[config.mk]
export PLATFORM = sky130hd
export DESIGN_NAME = midpoint_line_rasterizer_core
export DESIGN_NICKNAME = d
export VERILOG_FILES = /design/src/rtl/mlr_pkg.sv /design/src/rtl/mlr_front.sv /design/src/rtl/mlr_queue.sv /design/src/rtl/mlr_back.sv /design/src/rtl/midpoint_line_rasterizer_core.sv
export SDC_FILE = /design/constraint.sdc
export NUM_CORES = 1
export LEC_CHECK = 0
export BUFFER_PORTS_ARGS = -buffer_cell sky130_fd_sc_hd__buf_2
export CORE_MARGIN = 2
export CORE_UTILIZATION = 56
export DETAILED_ROUTE_END_ITERATION = 7
export HOLD_SLACK_MARGIN = 0.05
export PLACE_DENSITY = 0.76
export SYNTH_ARGS = -nofsm -noshare
export SYNTH_HDL_FRONTEND = slang
export SYNTH_HIERARCHICAL = 1
export SYNTH_SLANG_ARGS = --single-unit
[constraint.sdc]
create_clock -name clk -period 3.53 [get_ports clk]
set_input_delay 0.5295 -clock clk [delete_from_list [all_inputs] [get_ports clk]]
set_output_delay 0.5295 -clock clk [all_outputs]
set_load 0.01 [all_outputs]
[src/rtl/mlr_pkg.sv]
// Shared definitions for the midpoint line rasterizer.
// Holds the item opcodes and the step direction flags; no dependencies.
`default_nettype none

package mlr_pkg;

	localparam logic OP_START = 1'b0;
	localparam logic OP_STEP  = 1'b1;

	// Direction and axis of a line, as worked out when the line is started.
	typedef struct packed {
		logic ymaj;
		logic yneg;
		logic xneg;
	} step_flags_t;

	localparam int FLAGS_W = $bits(step_flags_t);

	// Depth of the queue between the classifier and the stepper, as a log2.
	localparam int QUEUE_AW = 2;

endpackage

`default_nettype wire

[src/rtl/mlr_front.sv]
// Front end of the midpoint line rasterizer: accepts items and classifies
// start items into deltas, directions and the initial decision term.
// Depends on mlr_pkg.
`default_nettype none

module mlr_front
	import mlr_pkg::*;
#(
	parameter int CW = 12,
	localparam int DW = CW + 3
) (
	input  wire logic          clk,
	input  wire logic          arst_n,
	input  wire logic          in_valid,
	output logic               in_ready,
	input  wire logic          in_op,
	input  wire logic [CW-1:0] in_x0,
	input  wire logic [CW-1:0] in_y0,
	input  wire logic [CW-1:0] in_x1,
	input  wire logic [CW-1:0] in_y1,
	output logic               out_valid,
	input  wire logic          out_ready,
	output logic               op_s1,
	output logic [CW-1:0]      x0_s1,
	output logic [CW-1:0]      y0_s1,
	output step_flags_t        flags_s1,
	output logic [CW-1:0]      dmaj_s1,
	output logic [CW-1:0]      dmin_s1,
	output logic [DW-1:0]      dec_s1
);

	logic              valid_s1;
	logic [CW-1:0]     dx, dy, dmaj, dmin;
	step_flags_t       flags;
	logic signed [DW-1:0] dec_init;

	assign in_ready  = !valid_s1 || out_ready;
	assign out_valid = valid_s1;

	always_comb begin
		flags.xneg = in_x1 < in_x0;
		flags.yneg = in_y1 < in_y0;
		dx = flags.xneg ? (in_x0 - in_x1) : (in_x1 - in_x0);
		dy = flags.yneg ? (in_y0 - in_y1) : (in_y1 - in_y0);
		flags.ymaj = dx < dy;
		dmaj = flags.ymaj ? dy : dx;
		dmin = flags.ymaj ? dx : dy;
		dec_init = $signed({2'b00, dmin, 1'b0}) - $signed({3'b000, dmaj});
	end

	always_ff @(posedge clk or negedge arst_n) begin
		if (!arst_n) begin
			valid_s1 <= 1'b0;
		end else if (in_ready) begin
			valid_s1 <= in_valid;
		end
	end

	always_ff @(posedge clk) begin
		if (in_valid && in_ready) begin
			op_s1    <= in_op;
			x0_s1    <= in_x0;
			y0_s1    <= in_y0;
			flags_s1 <= flags;
			dmaj_s1  <= dmaj;
			dmin_s1  <= dmin;
			dec_s1   <= dec_init;
		end
	end

endmodule

`default_nettype wire

[src/rtl/mlr_queue.sv]
// Short first-in first-out queue, classifier to stepper; uses mlr_pkg.
// Register based; one push per cycle unless full, one pop unless empty.
`default_nettype none

module mlr_queue
	import mlr_pkg::*;
#(
	parameter int WIDTH = 8
) (
	input  wire logic             clk,
	input  wire logic             arst_n,
	input  wire logic             push_valid,
	output logic                  push_ready,
	input  wire logic [WIDTH-1:0] push_data,
	output logic                  pop_valid,
	input  wire logic             pop_ready,
	output logic [WIDTH-1:0]      pop_data
);

	localparam int DEPTH = 1 << QUEUE_AW;

	logic [WIDTH-1:0]  mem_q [DEPTH];
	logic [QUEUE_AW:0] wr_ptr_q, rd_ptr_q;
	logic              full, empty, do_push, do_pop;

	assign empty = wr_ptr_q == rd_ptr_q;
	assign full  = (wr_ptr_q[QUEUE_AW] != rd_ptr_q[QUEUE_AW]) &&
		(wr_ptr_q[QUEUE_AW-1:0] == rd_ptr_q[QUEUE_AW-1:0]);
	assign push_ready = !full;
	assign pop_valid  = !empty;
	assign pop_data   = mem_q[rd_ptr_q[QUEUE_AW-1:0]];
	assign do_push    = push_valid && !full;
	assign do_pop     = pop_ready && !empty;

	always_ff @(posedge clk or negedge arst_n) begin
		if (!arst_n) begin
			wr_ptr_q <= '0;
			rd_ptr_q <= '0;
		end else begin
			if (do_push) begin
				wr_ptr_q <= wr_ptr_q + 1'b1;
			end
			if (do_pop) begin
				rd_ptr_q <= rd_ptr_q + 1'b1;
			end
		end
	end

	always_ff @(posedge clk) begin
		if (do_push) begin
			mem_q[wr_ptr_q[QUEUE_AW-1:0]] <= push_data;
		end
	end

endmodule

`default_nettype wire

[src/rtl/mlr_back.sv]
// Back end of the midpoint line rasterizer: holds the line in progress,
// steps it one pixel per request and drives the pixel output register.
// Depends on mlr_pkg.
`default_nettype none

module mlr_back
	import mlr_pkg::*;
#(
	parameter int CW = 12,
	localparam int DW = CW + 3
) (
	input  wire logic          clk,
	input  wire logic          arst_n,
	input  wire logic          in_valid,
	output logic               in_ready,
	input  wire logic          in_op,
	input  wire logic [CW-1:0] in_x0,
	input  wire logic [CW-1:0] in_y0,
	input  wire step_flags_t   in_flags,
	input  wire logic [CW-1:0] in_dmaj,
	input  wire logic [CW-1:0] in_dmin,
	input  wire logic [DW-1:0] in_dec,
	output logic               out_valid,
	input  wire logic          out_ready,
	output logic [CW-1:0]      pixel_x,
	output logic [CW-1:0]      pixel_y,
	output logic               last_pixel
);

	logic [CW-1:0]        cur_x_q, cur_y_q, dmaj_q, dmin_q, steps_q;
	logic signed [DW-1:0] dec_q, dec_next;
	step_flags_t          flags_q;
	logic                 busy_q, out_valid_q, take, emit, minor_move;
	logic [CW-1:0]        x_next, y_next;

	assign in_ready  = !out_valid_q || out_ready;
	assign take      = in_valid && in_ready;
	assign emit      = take && (in_op == OP_STEP) && busy_q;
	assign out_valid = out_valid_q;

	// The minor coordinate moves when the line passes beyond the midpoint.
	always_comb begin
		minor_move = dec_q > 0;
		dec_next = dec_q + $signed({2'b00, dmin_q, 1'b0});
		if (minor_move) begin
			dec_next = dec_next - $signed({2'b00, dmaj_q, 1'b0});
		end
		x_next = cur_x_q;
		y_next = cur_y_q;
		if (flags_q.ymaj) begin
			y_next = flags_q.yneg ? cur_y_q - 1'b1 : cur_y_q + 1'b1;
			if (minor_move) begin
				x_next = flags_q.xneg ? cur_x_q - 1'b1 : cur_x_q + 1'b1;
			end
		end else begin
			x_next = flags_q.xneg ? cur_x_q - 1'b1 : cur_x_q + 1'b1;
			if (minor_move) begin
				y_next = flags_q.yneg ? cur_y_q - 1'b1 : cur_y_q + 1'b1;
			end
		end
	end

	always_ff @(posedge clk or negedge arst_n) begin
		if (!arst_n) begin
			busy_q      <= 1'b0;
			out_valid_q <= 1'b0;
			cur_x_q     <= '0;
			cur_y_q     <= '0;
			dmaj_q      <= '0;
			dmin_q      <= '0;
			dec_q       <= '0;
			steps_q     <= '0;
			flags_q     <= '0;
		end else begin
			if (emit) begin
				out_valid_q <= 1'b1;
			end else if (out_ready) begin
				out_valid_q <= 1'b0;
			end
			if (take && in_op == OP_START) begin
				cur_x_q <= in_x0;
				cur_y_q <= in_y0;
				dmaj_q  <= in_dmaj;
				dmin_q  <= in_dmin;
				dec_q   <= in_dec;
				steps_q <= in_dmaj;
				flags_q <= in_flags;
				busy_q  <= in_dmaj != '0;
			end else if (emit) begin
				cur_x_q <= x_next;
				cur_y_q <= y_next;
				dec_q   <= dec_next;
				steps_q <= steps_q - 1'b1;
				busy_q  <= steps_q != CW'(1);
			end
		end
	end

	always_ff @(posedge clk) begin
		if (emit) begin
			pixel_x    <= cur_x_q;
			pixel_y    <= cur_y_q;
			last_pixel <= steps_q == CW'(1);
		end
	end

endmodule

`default_nettype wire

[src/rtl/midpoint_line_rasterizer_core.sv]
// Midpoint line rasterizer: a start request loads two endpoints, each step
// request on an active line yields its next pixel, the second endpoint excluded.
// Throughput is one request per cycle unless stalled; the stepper adds, subtracts and compares.
// A step request passes these registers in order before its pixel is valid:
// the classifier register loads at the accepting edge, then the queue, then the pixel register.
// Reset clears the queue, the line state and the output valid; no line is active.
`default_nettype none

module midpoint_line_rasterizer_core
	import mlr_pkg::*;
#(
	parameter int COORD_BITS = 12,
	localparam int IN_W  = ((4 * COORD_BITS + 7) / 8) * 8,
	localparam int OUT_W = ((2 * COORD_BITS + 7) / 8) * 8
) (
	input  wire logic             clk,
	input  wire logic             arst_n,
	input  wire logic             s_axis_tvalid,
	output logic                  s_axis_tready,
	// x_start, y_start, x_end, y_end from the lowest bit up, zero padded
	input  wire logic [IN_W-1:0]  s_axis_tdata,
	// op
	input  wire logic             s_axis_tuser,
	output logic                  m_axis_tvalid,
	input  wire logic             m_axis_tready,
	// pixel_x, pixel_y from the lowest bit up, zero padded
	output logic [OUT_W-1:0]      m_axis_tdata,
	output logic                  m_axis_tlast
);

	localparam int CW = COORD_BITS;
	localparam int DW = CW + 3;
	localparam int QW = 1 + 4 * CW + FLAGS_W + DW;

	logic              f_valid, f_ready, f_op;
	logic [CW-1:0]     f_x0, f_y0, f_dmaj, f_dmin;
	step_flags_t       f_flags;
	logic [DW-1:0]     f_dec;
	logic [QW-1:0]     q_push, q_pop;
	logic              q_valid, q_ready;
	logic              b_op;
	logic [CW-1:0]     b_x0, b_y0, b_dmaj, b_dmin;
	step_flags_t       b_flags;
	logic [DW-1:0]     b_dec;
	logic [CW-1:0]     pix_x, pix_y;

	mlr_front #(.CW(CW)) u_front (
		.clk       (clk),
		.arst_n    (arst_n),
		.in_valid  (s_axis_tvalid),
		.in_ready  (s_axis_tready),
		.in_op     (s_axis_tuser),
		.in_x0     (s_axis_tdata[CW-1:0]),
		.in_y0     (s_axis_tdata[2*CW-1:CW]),
		.in_x1     (s_axis_tdata[3*CW-1:2*CW]),
		.in_y1     (s_axis_tdata[4*CW-1:3*CW]),
		.out_valid (f_valid),
		.out_ready (f_ready),
		.op_s1     (f_op),
		.x0_s1     (f_x0),
		.y0_s1     (f_y0),
		.flags_s1  (f_flags),
		.dmaj_s1   (f_dmaj),
		.dmin_s1   (f_dmin),
		.dec_s1    (f_dec)
	);

	assign q_push = {f_dec, f_dmin, f_dmaj, f_flags, f_y0, f_x0, f_op};

	mlr_queue #(.WIDTH(QW)) u_queue (
		.clk        (clk),
		.arst_n     (arst_n),
		.push_valid (f_valid),
		.push_ready (f_ready),
		.push_data  (q_push),
		.pop_valid  (q_valid),
		.pop_ready  (q_ready),
		.pop_data   (q_pop)
	);

	assign {b_dec, b_dmin, b_dmaj, b_flags, b_y0, b_x0, b_op} = q_pop;

	mlr_back #(.CW(CW)) u_back (
		.clk        (clk),
		.arst_n     (arst_n),
		.in_valid   (q_valid),
		.in_ready   (q_ready),
		.in_op      (b_op),
		.in_x0      (b_x0),
		.in_y0      (b_y0),
		.in_flags   (b_flags),
		.in_dmaj    (b_dmaj),
		.in_dmin    (b_dmin),
		.in_dec     (b_dec),
		.out_valid  (m_axis_tvalid),
		.out_ready  (m_axis_tready),
		.pixel_x    (pix_x),
		.pixel_y    (pix_y),
		.last_pixel (m_axis_tlast)
	);

	assign m_axis_tdata = OUT_W'({pix_y, pix_x});

endmodule

`default_nettype wire
# Word level (Yosys, flattened, before mapping)
# Memory sizes are Yosys's and may differ from the RTL's.
# Index checks and enable logic that the tools add are counted.
[classes]
addsub = 14
mul = 0
n_div = 0
n_lt_le_gt_ge = 4
n_eq_ne = 6
shift = 0
mux = 25
bitwise_logic = 1
n_reduce_logical = 19
[op_table]
columns = ["cell", "n"]
rows = [
  ["12-bit 2-to-1 mux", 16],
  ["12-bit subtractor", 4],
  ["15-bit 2-to-1 mux", 3],
  ["12-bit < comparator", 3],
  ["12-bit by 1-bit subtractor with 12-bit output, second input constant", 3],
  ["12-bit by 1-bit adder with 12-bit output, second input constant", 2],
  ["15-bit by 14-bit adder with 15-bit output", 1],
  ["15-bit by 1-bit greater-than comparator with 1-bit output, second input constant", 1],
  ["15-bit by 14-bit subtractor with 15-bit output", 1],
  ["13-bit by 12-bit subtractor with 14-bit output", 1],
  ["12-bit by 1-bit == test with 1-bit output, second input constant", 1],
  ["12-bit by 1-bit inequality test with 1-bit output, second input constant", 1],
  ["12-bit nonzero test", 1],
  ["1-bit logical AND", 7],
  ["3-bit by 1-bit adder with 3-bit output, second input constant", 2],
  ["1-bit 2-to-1 mux", 6],
  ["1-bit logical NOT", 4],
  ["2-bit AND reduction", 2],
  ["2-bit nonzero test", 2],
  ["3-bit == test", 1],
  ["3-bit inequality test, second input constant", 1],
  ["3-bit nonzero test", 1],
  ["2-bit == test", 1],
  ["1-bit logical OR", 2],
  ["other kinds (2)", 2],
]
[word_totals]
regBits = 179
latchBits = 0
ram_bits = 268
rom_bits = 0
in_bits = 53
out_inout_bits = 27
wordCells = 96
n_memories = 1
[mem_list]
columns = ["memory", "words", "width", "read_ports", "rd_clocked_by_memory_dff", "wr", "line_no", "text"]
rows = [
  ["u_queue.mem_q", 4, 67, 1, 0, 1, "mlr_queue.sv:22", "logic [WIDTH-1:0] mem_q [DEPTH];"],
]

# Depth between registers and ports, before layout
# Gate-level depths: netlist (run 1).
[logic_depth]
ltp_word = 7
mapped_depth = 32
mapped_depth_nobuf = 29

# Cells and area by module
# Netlist (run 1), hierarchy kept.
[by_module_without_submodules]
columns = ["mod", "instances", "cells_per_inst", "area_per_inst_um2", "seq_area_each_um2"]
rows = [
  ["mlr_queue", 1, 398, 10151.0, 8197.9],
  ["mlr_back", 1, 708, 6404.9, 2752.6],
  ["mlr_front", 1, 564, 5546.6, 1976.9],
]

# Least setup slack after synthesis (run 1)
# OpenSTA, ideal clock, no wires.
[synth_timing]
kind = "in2reg"
start = "input port s_axis_tdata[36]"
end = "register u_front.dec_s1[11], data pin"
setup_time_ns = 0.264
t_arrival_ns = 6.666
t_required_ns = 3.266
slack_ns = -3.400
stages = 30
path_buffers = 2
cell_sequence = "inv_1 -> ha_1 -> inv_1 -> fa_1 -> a211oi_1 -> o311ai_2 -> o211ai_1 -> nand2_1 -> inv_1 -> mux2_2 -> a221o_1 -> a21oi_1 -> xnor2_1 -> ha_1 -> a21o_1 -> a21o_1 -> a31oi_1 -> nand2_1 -> inv_1 -> clkbuf_1 -> clkbuf_1 -> mux2i_1 -> ha_1 -> a21o_1 -> a21o_1 -> a21oi_1 -> nor4b_1 -> nor3_1 -> o31ai_1 -> a31oi_1"
[synth_lines]
columns = ["element", "line_no", "text"]
rows = [
  ["start: declaration", "midpoint_line_rasterizer_core.sv:21", "input wire logic [IN_W-1:0] s_axis_tdata,"],
  ["end signal: assignment", "mlr_front.sv:67", "dec_s1 <= dec_init;"],
  ["end: declaration", "mlr_front.sv:29", "output logic [DW-1:0] dec_s1"],
]

# Worst setup path in the final report (run 1)
[layout_timing]
start = "input port s_axis_tdata[36]"
end = "register u_front.dec_s1[12], data pin"
[layout_between]
elab_chain_cells = 5
word_cells_on_any_way = 8
cone_classes = "add/sub: 3; order compare: 2; mux: 3"
[layout_lines]
columns = ["element", "line_no", "text"]
rows = [
  ["12-bit subtractor / 12-bit < comparator (equally long branches)", "mlr_front.sv:44, mlr_front.sv:42", ""],
  ["12-bit 2-to-1 mux (*)", "mlr_front.sv:44", "dy = flags.yneg ? (in_y0 - in_y1) : (in_y1 - in_y0);"],
  ["12-bit < comparator", "mlr_front.sv:45", "flags.ymaj = dx < dy;"],
  ["12-bit 2-to-1 mux (*)", "mlr_front.sv:47", "dmin = flags.ymaj ? dx : dy;"],
  ["via u_front.dmin[9]", "mlr_front.sv:33", "logic [CW-1:0] dx, dy, dmaj, dmin;"],
  ["13-bit by 12-bit subtractor with 14-bit output (*)", "mlr_front.sv:48", "dec_init = $signed({2'b00, dmin, 1'b0}) - $signed({3'b000, dmaj});"],
  ["via u_front.dec_init[12]", "mlr_front.sv:35", "logic signed [DW-1:0] dec_init;"],
]
# The timed path passes the listed nets; every way through them passes the cells marked *.
# A chain may end at the register's enable or synchronous reset.

==> results.py, run 1 <==
metrics = {
    "timing": {
        "fmax_mhz": 180,
        "worst_pin_slew_ns": 0.953,
        "fin_hold_ws_ns": 0.154,
        "period_share_pct": 157,
        "slew_violations": 0,
        "setup_ws_ns": -2.01,
        "finalSetupViolCount": 39,
        "slew_headroom_pct": 36.5,
        "grt_setup_unrepaired": "yes",
        "finalCriticalPeriod_ns": 5.54,
        "hold_viol_final": 0,
        "finalClockSkew_ns": 0.0253,
    },
    "layout": {
        "drive_gt1_share_pct": 30.6,
        "postLayoutCoreUtil_pct": 70.5,
        "finalNonFillerCells": 2575,
        "fin_nets": 2205,
        "syn2layout_area_growth_pct": 23.8,
        "fill_cells": 2493,
    },
    "critical_path": {
        "setup.worst_path.class": "in -> reg",
        "ff2ff_path_depth": 13,
        "path_buf_inv": 8,
        "critical-path-top-delay-family": "compound AO/OA/AOI/OAI gates",
        "path_depth": 28,
        "required_ns": 3.84,
        "crit_slowest_cell": "o21ai_1",
        "reg2reg_from": "u_back/dmin_q[1]",
        "critPathMaxStageDelay_ns": 0.44,
        "cp.arrival_ns": 5.85,
        "startpoint": "s_axis_tdata[36]",
        "cp-start-kind": "primary input",
        "critPathMaxFanout": 8,
        "end_kind": "register",
    },
    "drt": {
        "drt_iter0_drc": 1169,
        "post_drt_via_cell_ratio": 5.95,
        "wl_per_cell_um": 21.2,
        "route.detailed.drc": 0,
        "num_vias": 15314,
        "firstDrtPassIters": 5,
        "route.antenna.remaining_nets": 0,
        "drt-total-wl_mm": 54.7,
    },
    "cts": {
        "cts_made_buffers": 42,
        "h-tree-depth": 2,
        "clockBufferDepth": 3,
        "cts-root-buf": "clkbuf_16",
        "clock_sinks": 445,
        "cts_tree": "yes",
        "clk_latency_ns": 0.56,
        "clkTransAtPathRegs_ns": 0.06,
    },
    "synth": {
        "synth.distinct_cells": 86,
        "yosysTopAreaCellShare_pct": 48.6,
        "yosysSeqAreaShare_pct": 58.5,
        "synth_top_cell_by_area": "edfxtp_1",
        "ys_ff_latch": 445,
        "async_reset_ff_share_pct": 19.6,
        "synth_fp_nets": 1851,
        "ys_warn_count": 6,
        "avgSynthCellArea_um2": 13.2,
        "synth_area_mm2": 0.0221,
        "synth_top_cells_by_area": "edfxtp_1 (49%), dfrtp_1 (9.8%), mux4_2 (6.8%)",
        "synth_cells": 1670,
        "synth_ff_type": "edfxtp_1",
        "synth-edff-count": 358,
    },
    "global_routing": {
        "grt_max_degree": 68,
        "antenna_found_initial": 2,
        "grt_first_pass_wirelength_mm": 85.1,
        "grt_use_total_pct": 26.8,
        "gr-total-overflow": 0,
        "grt_pass1_vias": 15558,
    },
    "placement": {
        "gp_congestion": 0.914,
        "dp_slack_ns": -2.63,
        "dp_hpwl_mm": 35.9,
        "placedCellCount": 2458,
        "io_buffers": 79,
    },
    "min_path": {
        "worstHoldPathCells": 1,
        "hold_path.class": "in -> reg",
        "hold_path.startpoint": "s_axis_tuser",
    },
    "die": {
        "die_height_um": 203,
        "die-width_um": 203,
        "die-area_mm2": 0.0411,
        "fp-row-count": 72,
        "initial_core_util_pct": 56.9,
        "coreArea_mm2": 0.0388,
        "ios": 80,
    },
    "job": {
        "max_cap_viol_count": 0,
    },
    "power": {
        "power_density_mw_per_mm2": 1120,
        "p_leak_nw": 11.1,
        "ir_drop_uv": 652,
        "total_power_w": 0.0308,
    },
    "status": {
        "violations": "setup timing",
        "outcome": "finished with violations",
    },
}
-- power breakdown --
| part | total (W) | internal [W] | leakage (nW) | switching, W |
|---|---|---|---|---|
| registers | 0.00938 | 0.00827 | 4.37 | 0.00111 |
| clock network | 0.00471 | 0.00277 | 0.696 | 0.00194 |
| logic | 0.0167 | 0.00758 | 6.00 | 0.00909 |
| total | 0.0308 | 0.0186 | 11.1 | 0.0121 |
-- repair_timing --
item / in CTS / in global routing
pin swaps: 33 / 52
resized for setup: 76 / 63
setup buffers: 27 / 22
endpoints found under the hold margin: 38 / 0
hold buffers: 1 / 0
endpoints found under the setup margin: 39 / 43
-- state kept, by name, indices dropped and copies added, names as in the netlist, 12 cells and up --
| name | cells |
|---|---|
| u_back/pixel_x | 12 |
| u_front/dmaj_s1 | 12 |
| u_back/dec_q | 15 |
| u_front/x0_s1 | 12 |
| u_back/cur_y_q | 12 |
| u_queue/mem_q | 268 |
| u_back/cur_x_q | 12 |
| u_back/dmin_q | 12 |
| u_front/y0_s1 | 12 |
| u_back/dmaj_q | 12 |
| u_back/pixel_y | 12 |
| u_front/dec_s1 | 13 |
| u_front/dmin_s1 | 12 |
| u_back/steps_q | 12 |
-- cell usage in the layout (no fill, tap or decap), drive strengths merged, types with 11 or more instances in the layout --
master	count
mux2i	30
nand3	25
dfrtp	87
xor2	23
nor4	11
edfxtp	358
nand2	150
and3	15
nand2b	14
a211oi	22
mux4	67
inv	126
a21oi	87
o22ai	12
o21a	18
a21o	28
a31oi	18
clkinv	13
xnor2	39
ha	119
o21ai	85
mux2	17
clkbuf	52
buf	364
o211ai	18
nor2	82
nor3	28
-- synth_stat cells (4+ instances only) --
library cell    n
o211a_1         4
o211ai_1       18
or2_2           5
buf_2           9
mux2i_1        30
nor2_1         82
nand4_1         6
edfxtp_1      358
mux4_2         67
a211oi_1       20
nand2_1       149
nand2b_1       14
o21bai_1        8
o31ai_1        10
nor2b_1        10
o21ai_0        84
xor2_1         21
nor3_1         28
xnor2_1        39
a31oi_1        18
and3_1         15
or3_1           8
a21boi_0        5
ha_1          119
mux2_2         16
o21a_1         18
fa_1            9
inv_1         122
nor4_1         11
dfrtp_1        87
and2_1          6
buf_4           7
clkbuf_1       33
nand3b_1        4
a21oi_1        86
o22ai_1        12
a21o_1         27
nand3_1        25
-- cells by family after synthesis --
kind of cell | Yosys count | synth area share, %
AO/OA/AOI/OAI | 366 | 11.1
adder cells (fa/ha/maj) | 128 | 7.55
XOR/XNOR | 62 | 2.63
buffers and inverters | 178 | 3.32
multiplexers | 114 | 9.05
AND/OR/NAND/NOR | 377 | 7.90
flip-flops | 445 | 58.5
-- through the flow --
step           TNS, ns  instance area [um2]
2_1_floorplan   -45.76                22400
3_3_place_gp    -56.28                25000
3_5_place_dp    -59.19                25000
4_1_cts         -34.62                27000
5_1_grt         -45.00                27400
6_report        -37.45                27400
-- layer usage --
metal	part of all wire (%)	global-route usage, %	vias to the layer above
met2	49	44.1	573
met1	41	36.7	7605
li1	-	-	7023
met4	2.9	8.55	0
met5	0	0	-
met3	7.1	4.98	113
-- worst paths after layout --
kind	to	slack, ns
worst max-delay path	u_front/dec_s1[12]	-2.01
worst min-delay path	u_front/op_s1	0.15
worst max register to register	u_back/dec_q[14]	-0.01
worst min register to register	u_back/pixel_x[11]	0.48
max in group asynchronous	u_back/cur_x_q[10]	2.24
min in group asynchronous	u_back/dmaj_q[11]	0.49
-- area by class of cell --
cell class	instances	area [um2]	area share, %
multi-input cells	1047	9090	33.2
flip-flops and latches	445	12900	47.3
inverters	123	489	1.79
clock buffers	52	1110	4.06
repair buffers	365	2760	10.1
diodes	1	2.50	0.00915
clock inverters	24	324	1.18
well taps	518	648	2.37
Note: power is estimated with default switching activity, not from simulation.
==> run 2, diff against run 1 <==
Settings changed: BUFFER_PORTS_ARGS -buffer_cell sky130_fd_sc_hd__buf_2 to -buffer_cell sky130_fd_sc_hd__clkbuf_2, CORE_UTILIZATION 56 to 60, PLACE_DENSITY 0.76 to 0.78.
Clock period 3.53 ns to 6.2 ns, I/O delays scaled along.
==> results.py, run 2 (synthesis results as in run 1) <==
metrics = {
    "cts": {
        "clockBufferDepth": 3,
        "cts_tree": "yes",
        "cts_made_buffers": 44,
        "clkTransAtPathRegs_ns": 0.06,
        "clock_sinks": 445,
        "cts-root-buf": "clkbuf_16",
        "h-tree-depth": 2,
        "clk_latency_ns": 0.54,
    },
    "timing": {
        "slew_violations": 0,
        "finalSetupViolCount": 0,
        "period_share_pct": 96.0,
        "fmax_mhz": 168,
        "fin_hold_ws_ns": 0.247,
        "finalSetupTns_ns": 0,
        "grt_setup_unrepaired": "yes",
        "hold_viol_final": 0,
        "finalClockSkew_ns": 0.0211,
        "finalCriticalPeriod_ns": 5.95,
        "slew_headroom_pct": 29.0,
        "worst_pin_slew_ns": 1.07,
    },
    "critical_path": {
        "crit_slowest_cell": "a221o_1",
        "setup.worst_path.class": "in -> reg",
        "path_depth": 28,
        "r2r_slack_ns": 2.20,
        "cp-start-kind": "primary input",
        "end_kind": "register",
        "required_ns": 6.48,
        "critPathMaxFanout": 5,
        "critPathMaxStageDelay_ns": 0.39,
        "critical-path-top-delay-family": "compound AO/OA/AOI/OAI gates",
        "path_buf_inv": 4,
        "ff2ff_path_depth": 16,
        "cp.arrival_ns": 6.24,
    },
    "die": {
        "die-area_mm2": 0.0384,
        "initial_core_util_pct": 60.7,
        "die_height_um": 196,
        "fp-row-count": 70,
        "die-width_um": 196,
        "coreArea_mm2": 0.0364,
        "ios": 80,
    },
    "placement": {
        "dp_hpwl_mm": 34.3,
        "place_area_mm2": 0.0240,
        "gp_congestion": 0.942,
        "io_buffers": 79,
    },
    "layout": {
        "drive_gt1_share_pct": 22.8,
        "final_common_cell": "edfxtp_1",
        "antenna_cells": 0,
        "mostFrequentLayoutCells": "edfxtp_1 (358), nand2_1 (147), buf_4 (139), inv_1 (118), ha_1 (113)",
        "fin_area_mm2": 0.0256,
        "largest_register_ffs": 268,
        "multi_input_area_mm2": 0.00871,
        "final-seq-area_mm2": 0.0129,
        "fin_nets": 2059,
        "syn2layout_area_growth_pct": 15.6,
        "fill_cells": 2351,
    },
    "global_routing": {
        "antenna_found_initial": 0,
        "gr-total-overflow": 0,
        "grt_max_degree": 71,
        "grt_first_pass_wirelength_mm": 81.6,
        "grt_pass1_vias": 14517,
        "grt_use_total_pct": 27.5,
    },
    "drt": {
        "wl_per_cell_um": 21.8,
        "firstDrtPassIters": 7,
        "route.detailed.drc": 0,
        "drt-total-wl_mm": 51.8,
        "post_drt_via_cell_ratio": 6.23,
        "num_vias": 14830,
        "drt_iter0_drc": 1474,
        "route.antenna.remaining_nets": 0,
    },
    "power": {
        "p_switching_w": 0.00645,
        "ir_drop_uv": 525,
        "p_sw_share_pct": 39.9,
        "seqPwrFrac_pct": 33.6,
        "p_leak_nw": 10.2,
        "power_density_mw_per_mm2": 632,
        "pwr-share-clk_pct": 16.1,
        "comb_power_share_pct": 50.4,
        "intPower_w": 0.00970,
    },
    "job": {
        "max_cap_viol_count": 0,
    },
    "status": {
        "outcome": "completed",
    },
    "min_path": {
        "hold_path.class": "in -> async",
    },
}
[run 2: changes by cell type in the layout (fill, tap and decap cells not counted), moves of 6 or more]
cell,delta
mux2_2,+8
buf_2,-76
mux2_4,-9
o21ai_0,+7
buf_12,-7
clkinv_2,+6
clkbuf_2,+77
inv_1,+6
buf_6,-25
buf_4,-113
[run 2: per-layer routing]
metal	vias up	wire length, um	global-route usage [%]
met1	7359	21700	39.2
met2	642	25500	45.7
li1	6736	-	-
met5	-	0	0
met3	93	3590	3.42
met4	0	1070	6.71
[run 2: path summary, 6_finish.rpt]
path                                  endpoint              start
max                         u_front/dec_s1[12]   s_axis_tdata[36]
min in group clk             u_back/pixel_y[7]  u_back/cur_y_q[7]
min                        u_queue/wr_ptr_q[0]             arst_n
max reg2reg                   u_back/dec_q[14]    u_back/dec_q[1]
min reg2reg                  u_back/pixel_y[7]  u_back/cur_y_q[7]
max in group asynchronous    u_back/cur_y_q[7]             arst_n
[run 2: per-stage QoR]
| stage | power [W] | setup WS [ns] | utilization [%] | cells |
|---|---|---|---|---|
| CTS | 0.0160 | 0.0844 | 69.8 | 2373 |
| finish | 0.0162 | 0.246 | 70.2 | 2380 |
| global route | 0.0171 | -0.0226 | 70.2 | 2380 |
| floorplan | 0.0109 | -0.0162 | - | 1670 |
| global placement | 0.0129 | -0.235 | 65.9 | 2293 |
| detailed placement | 0.0132 | -0.387 | 65.9 | 2293 |
[run 2: final cells by class]
type | instances | area share [%]
clock buffers | 54 | 4.62
clock inverters | 26 | 0.910
inverters | 123 | 1.89
multi-input cells | 1047 | 34.1
flip-flops and latches | 445 | 50.6
well taps | 468 | 2.29
repair buffers | 217 | 5.62
[run 2: timing repair]
item	CTS	global route
hold buffers	0	0
gates resized for setup	0	17
endpoints found under the hold margin	0	0
setup buffers	0	7
endpoints found under the setup margin	0	7
[run 2: power by group through the flow]
stage	sequential, W	combinational (W)	clock [W]
4_1_cts	0.00542	0.00795	0.00263
6_report	0.00542	0.00813	0.00259
3_3_place_gp	0.00533	0.00754	0
2_1_floorplan	0.00517	0.00577	0
3_5_place_dp	0.00543	0.00775	0
5_1_grt	0.00553	0.00886	0.00274
